$ cat config.mk
export PLATFORM = sky130hd
export DESIGN_NAME = cprg_sqrt
export DESIGN_NICKNAME = d
export VERILOG_FILES = /design/src/design/cprg_sqrt.sv
export SDC_FILE = /design/constraint.sdc
export NUM_CORES = 2
export LEC_CHECK = 0
export BUFFER_PORTS_ARGS = -buffer_cell sky130_fd_sc_hd__buf_2
export CORE_MARGIN = 4
export CORE_UTILIZATION = 35
export CTS_CLUSTER_SIZE = 25
export DETAILED_ROUTE_END_ITERATION = 10
export PLACE_DENSITY = 0.45
export SYNTH_ARGS = -nofsm -noshare
export SYNTH_HDL_FRONTEND = slang
export SYNTH_SLANG_ARGS = --single-unit
$ cat constraint.sdc
create_clock -name clk -period 6.3 [get_ports clk]
set_input_delay 1.26 -clock clk [delete_from_list [all_inputs] [get_ports clk]]
set_output_delay 1.26 -clock clk [all_outputs]
set_load 0.03 [all_outputs]
$ cat src/design/cprg_sqrt.sv
`default_nettype none
module cprg_sqrt #(
    parameter int RT_W = 31,
    parameter int S_W = 1
) (
    input  wire logic                clk,
    input  wire logic                rst_n,
    input  wire logic                en,
    input  wire logic                vld_in,
    input  wire logic [2*RT_W-1:0]   rad,
    input  wire logic [S_W-1:0]      side_in,
    output logic                     vld_out,
    output logic [RT_W-1:0]          root,
    output logic [S_W-1:0]           side_out
);

    localparam int SQ_W = 2 * RT_W;

    logic [SQ_W-1:0] s_reg  [RT_W];
    logic [SQ_W-1:0] s_next [RT_W];
    logic [SQ_W-1:0] r_reg  [RT_W];
    logic [SQ_W-1:0] r_next [RT_W];
    logic [S_W-1:0]  side_reg  [RT_W];
    logic [S_W-1:0]  side_next [RT_W];
    logic [RT_W-1:0] vld_reg;

    // digit-by-digit root, one result bit per stage
    always_comb
    begin
        logic [SQ_W-1:0] s_in;
        logic [SQ_W-1:0] r_in;
        logic [SQ_W:0]   one_v;
        logic [SQ_W:0]   trial;
        for (int k = 0; k < RT_W; k++)
        begin
            if (k == 0)
            begin
                s_in = rad;
                r_in = '0;
                side_next[k] = side_in;
            end
            else
            begin
                s_in = s_reg[k-1];
                r_in = r_reg[k-1];
                side_next[k] = side_reg[k-1];
            end
            one_v = '0;
            one_v[2*(RT_W-1-k)] = 1'b1;
            trial = {1'b0, r_in} + one_v;
            if ({1'b0, s_in} >= trial)
            begin
                s_next[k] = s_in - trial[SQ_W-1:0];
                r_next[k] = (r_in >> 1) + one_v[SQ_W-1:0];
            end
            else
            begin
                s_next[k] = s_in;
                r_next[k] = r_in >> 1;
            end
        end
    end

    always_ff @(posedge clk or negedge rst_n)
    begin
        if (!rst_n)
        begin
            vld_reg <= '0;
        end
        else if (en)
        begin
            vld_reg <= {vld_reg[RT_W-2:0], vld_in};
        end
    end

    always_ff @(posedge clk)
    begin
        if (en)
        begin
            for (int k = 0; k < RT_W; k++)
            begin
                s_reg[k]    <= s_next[k];
                r_reg[k]    <= r_next[k];
                side_reg[k] <= side_next[k];
            end
        end
    end

    assign vld_out  = vld_reg[RT_W-1];
    assign root     = r_reg[RT_W-1][RT_W-1:0];
    assign side_out = side_reg[RT_W-1];

endmodule
`default_nettype wire

==> reports/metrics.yaml <==
run_status: "complete, no violations"
worst-r2r-cell-count: 11
die_height_um: 579
remaining_drc_errors: 0
combPwrFrac_pct: 19.7
grt_start_max_net_pins: 190
die_area_mm2: 0.336
slowest_stage: "a2111oi_0"
top_level_ports: 100
tns_ns: 0
synth_area_per_cell_um2: 12.9
finalHoldViolations: 0
seqPwrFrac_pct: 46.3
net-switching-power_mw: 13.9
wirelength_met1_um: 135000
dr_wl_met3_um: 11200
cp_top_family: "compound AO/OA/AOI/OAI gates"
top_layer_reached_by_signal_wires: "met4"
finalCritPeriodShare_pct: 74.3
detailedRoute.firstPassIterationCount: 5
wire_length_of_the_first_global_routing_pass_um: 446000
placement_rows: 209
maxCapViolations: 0
timing.final.crit_period_ns: 4.68
parity_gate_share_of_the_synthesized_area_counting_xor_and_xnor_cells_pct: 6.31
power_leakage_nw: 48.2
maxSlewHeadroom_pct: 9.06
final-setup-viol-count: 0
area_growth_pct: 13.3
totalPowerFinal_mw: 47.9
synth-seq-cells: 2418
tritoncts_num_sinks: 2418
synth_enable_flop_cells: 2387
combined_area_of_the_multi_input_logic_cells_mm2: 0.0388
wl_per_cell_um: 21.8
synth_top_family_by_area: "simple AND/OR/NAND/NOR gates"
postSynthCellCount: 8886
hold_path_depth: 0
critical_path_peak_fanout: 5
finalNetCount: 9762
synth_area_mm2: 0.114
cts_hold_repair.buffers: 0
rsz0062_at_grt: "no"
cts-resized-gates: 0
numCtsBuffers: 285
first_iter_violations: 5048
worst_ir_drop_on_vdd_v: 0.000232
cts_setup_buffers: 0
most-common-layout-cells: "2387 x edfxtp_1, 647 x inv_1, 577 x nor2_1, 572 x a21oi_1, 525 x ha_1"
timing_worst_setup_path_type: "flip-flop to flip-flop"
die-width_um: 579
grt.overflow.total: 0
port_buffers: 99
synth_top_cells_by_area: "edfxtp_1 63%, ha_1 5.8%, xnor2_1 3.4%, xor2_1 2.9%, a21oi_1 2.5%"
tightestPinTransition_ns: 1.35
fillerInstances: 30314
fin_skew_ns: 0.0820
routabilityCongestion: 0.855
worst_setup_path_start_kind: "flip-flop"
crit_cells: 11
total_buffers_and_inverters_traversed_by_the_critical_path: 0
synthSimpleGateAreaFrac_pct: 11.6
timing.critical_path.mode_cell: "a2111oi_0"
synth_flop_type: "edfxtp_1"
post-synth-top-area-fraction_pct: 62.7
clkSlewWorstSetupHoldPaths_ns: 0.06
largest_register_ffs: 1860
synthMuxAreaShare_pct: 1.47
avgViaCountPerCell: 5.15
power-per-cell-area_mw_per_mm2: 370
synth.yosys.warnings: 0
gr-usage-all-layers_pct: 17.3
tritoncts: "yes"
core_area_mm2: 0.325
cts-root-buf: "clkbuf_16"
synth-compound-area-share_pct: 8.76
seq_area_mm2: 0.0725
post-dp-hpwl_um: 225000
routed_wl_um: 298000
clockBufferDepth: 4
final_layout_size_suffix_gt1_share_pct: 8.59
utilization_pct: 39.9
detail-route-antenna-nets: 0
effective_utilization_at_floorplan_pct: 35.2
critical_path_cell_list: "ha_1, and3_1, nor2b_1, o21a_1, o31ai_1, a2111oi_0, o21ai_0, a2111oi_0, or3b_2, nor4_1, xor2_1"
timing.critical_path.arrival_ns: 5.27
hold_path_class: "flip-flop to flip-flop"
crit_path_max_incr_delay_ns: 0.86
mapped_nets: 9478
synth_cell_types: 95
clock.fmax_mhz: 214
first_global_vias: 70411
share_of_synthesized_flip_flops_with_an_asynchronous_set_or_reset_pct: 1.28
critical_path_required_ns: 6.89
cts_htree_levels: 5
final-max-slew-violation-count: 0
seq_area_frac_synth_pct: 63.4
met2_length_um: 145000
yosys.area_share.adder_pct: 5.75
sw_frac_of_total_pct: 29.1
most_common_cell_after_layout_fill_and_taps_aside: "edfxtp_1"
worst_skew_pair.late_latency_ns: 0.88
crit_path_end_kind: "flip-flop"
whs_ns: 0.408
internal-power_mw: 34.0
synthDominantAreaCellType: "edfxtp_1"
antenna_violations_before_repair: 14
clock_power_share_pct: 34.0
route.vias.total: 70644
final timing paths:
path | startpoint | end | slack, ns
worst max-delay path | s_reg[1][752] | s_reg[1][850] | 1.62
worst min-delay path | side_reg[1][7] | side_reg[1][8] | 0.41
worst max register to register | s_reg[1][752] | s_reg[1][850] | 1.62
worst min register to register | side_reg[1][7] | side_reg[1][8] | 0.41
max in group asynchronous | rst_n | vld_reg[7] | 5.40
min in group asynchronous | rst_n | vld_reg[14] | 0.45
power by group through the flow:
stage                     registers, mW  logic [mW]  clock network, mW
after CTS                          22.2        9.46               16.9
after floorplan                    21.6        6.87                  0
after global routing               22.4        10.5               17.5
final                              22.2        9.43               16.3
after global placement             22.6        9.38                  0
after detailed placement           22.5        9.38                  0
cells in the mapped netlist (all sizes together) (43+ instances only):
master and count:
or3 87, a31oi 47, nand3 159, nand2 504
o21ai 341, clkbuf 137, nand4 145, nor4b 44
nor4 325, edfxtp 2387, xnor2 441, xor2 382
a21oi 572, nor2b 74, nand2b 89, and3 48
or2 44, a21o 238, o21a 90, inv 648
nor2 578, mux2 142, ha 525, nor3 233
o31ai 43, or4 66
area by class of cell:
class,instances,share of cell area (%)
flip-flops and latches,2418,56.0
multi-input cells,5647,29.9
clock buffers,349,5.78
well taps,4325,4.18
inverters,648,1.88
clock inverters,154,1.29
repair buffers,170,0.922
diodes,3,0.00580
cells by family after synthesis:
logic type / Yosys count
AOI/OAI and AO/OA: 1613
and+or+nand+nor: 2536
DFF: 2418
muxes: 150
buffers and inverters: 821
adders and majority gates: 525
xor gates and xnor gates: 823
per-layer routing:
layer | track usage, % | vias to the layer above
met5 | 0 | -
met4 | 4.00 | 0
met3 | 2.09 | 386
met2 | 29.7 | 1368
met1 | 23.5 | 34988
li1 | - | 33902
stage by stage:
stage	cell area [um^2]	worst slack, ns	instances
floorplan	114000	2.83	8886
global route	129000	1.31	13713
global placement	120000	1.83	13207
CTS	129000	1.72	13711
detailed placement	120000	1.74	13208
finish	129000	1.62	13714
Power figures use the tool's default switching activity.
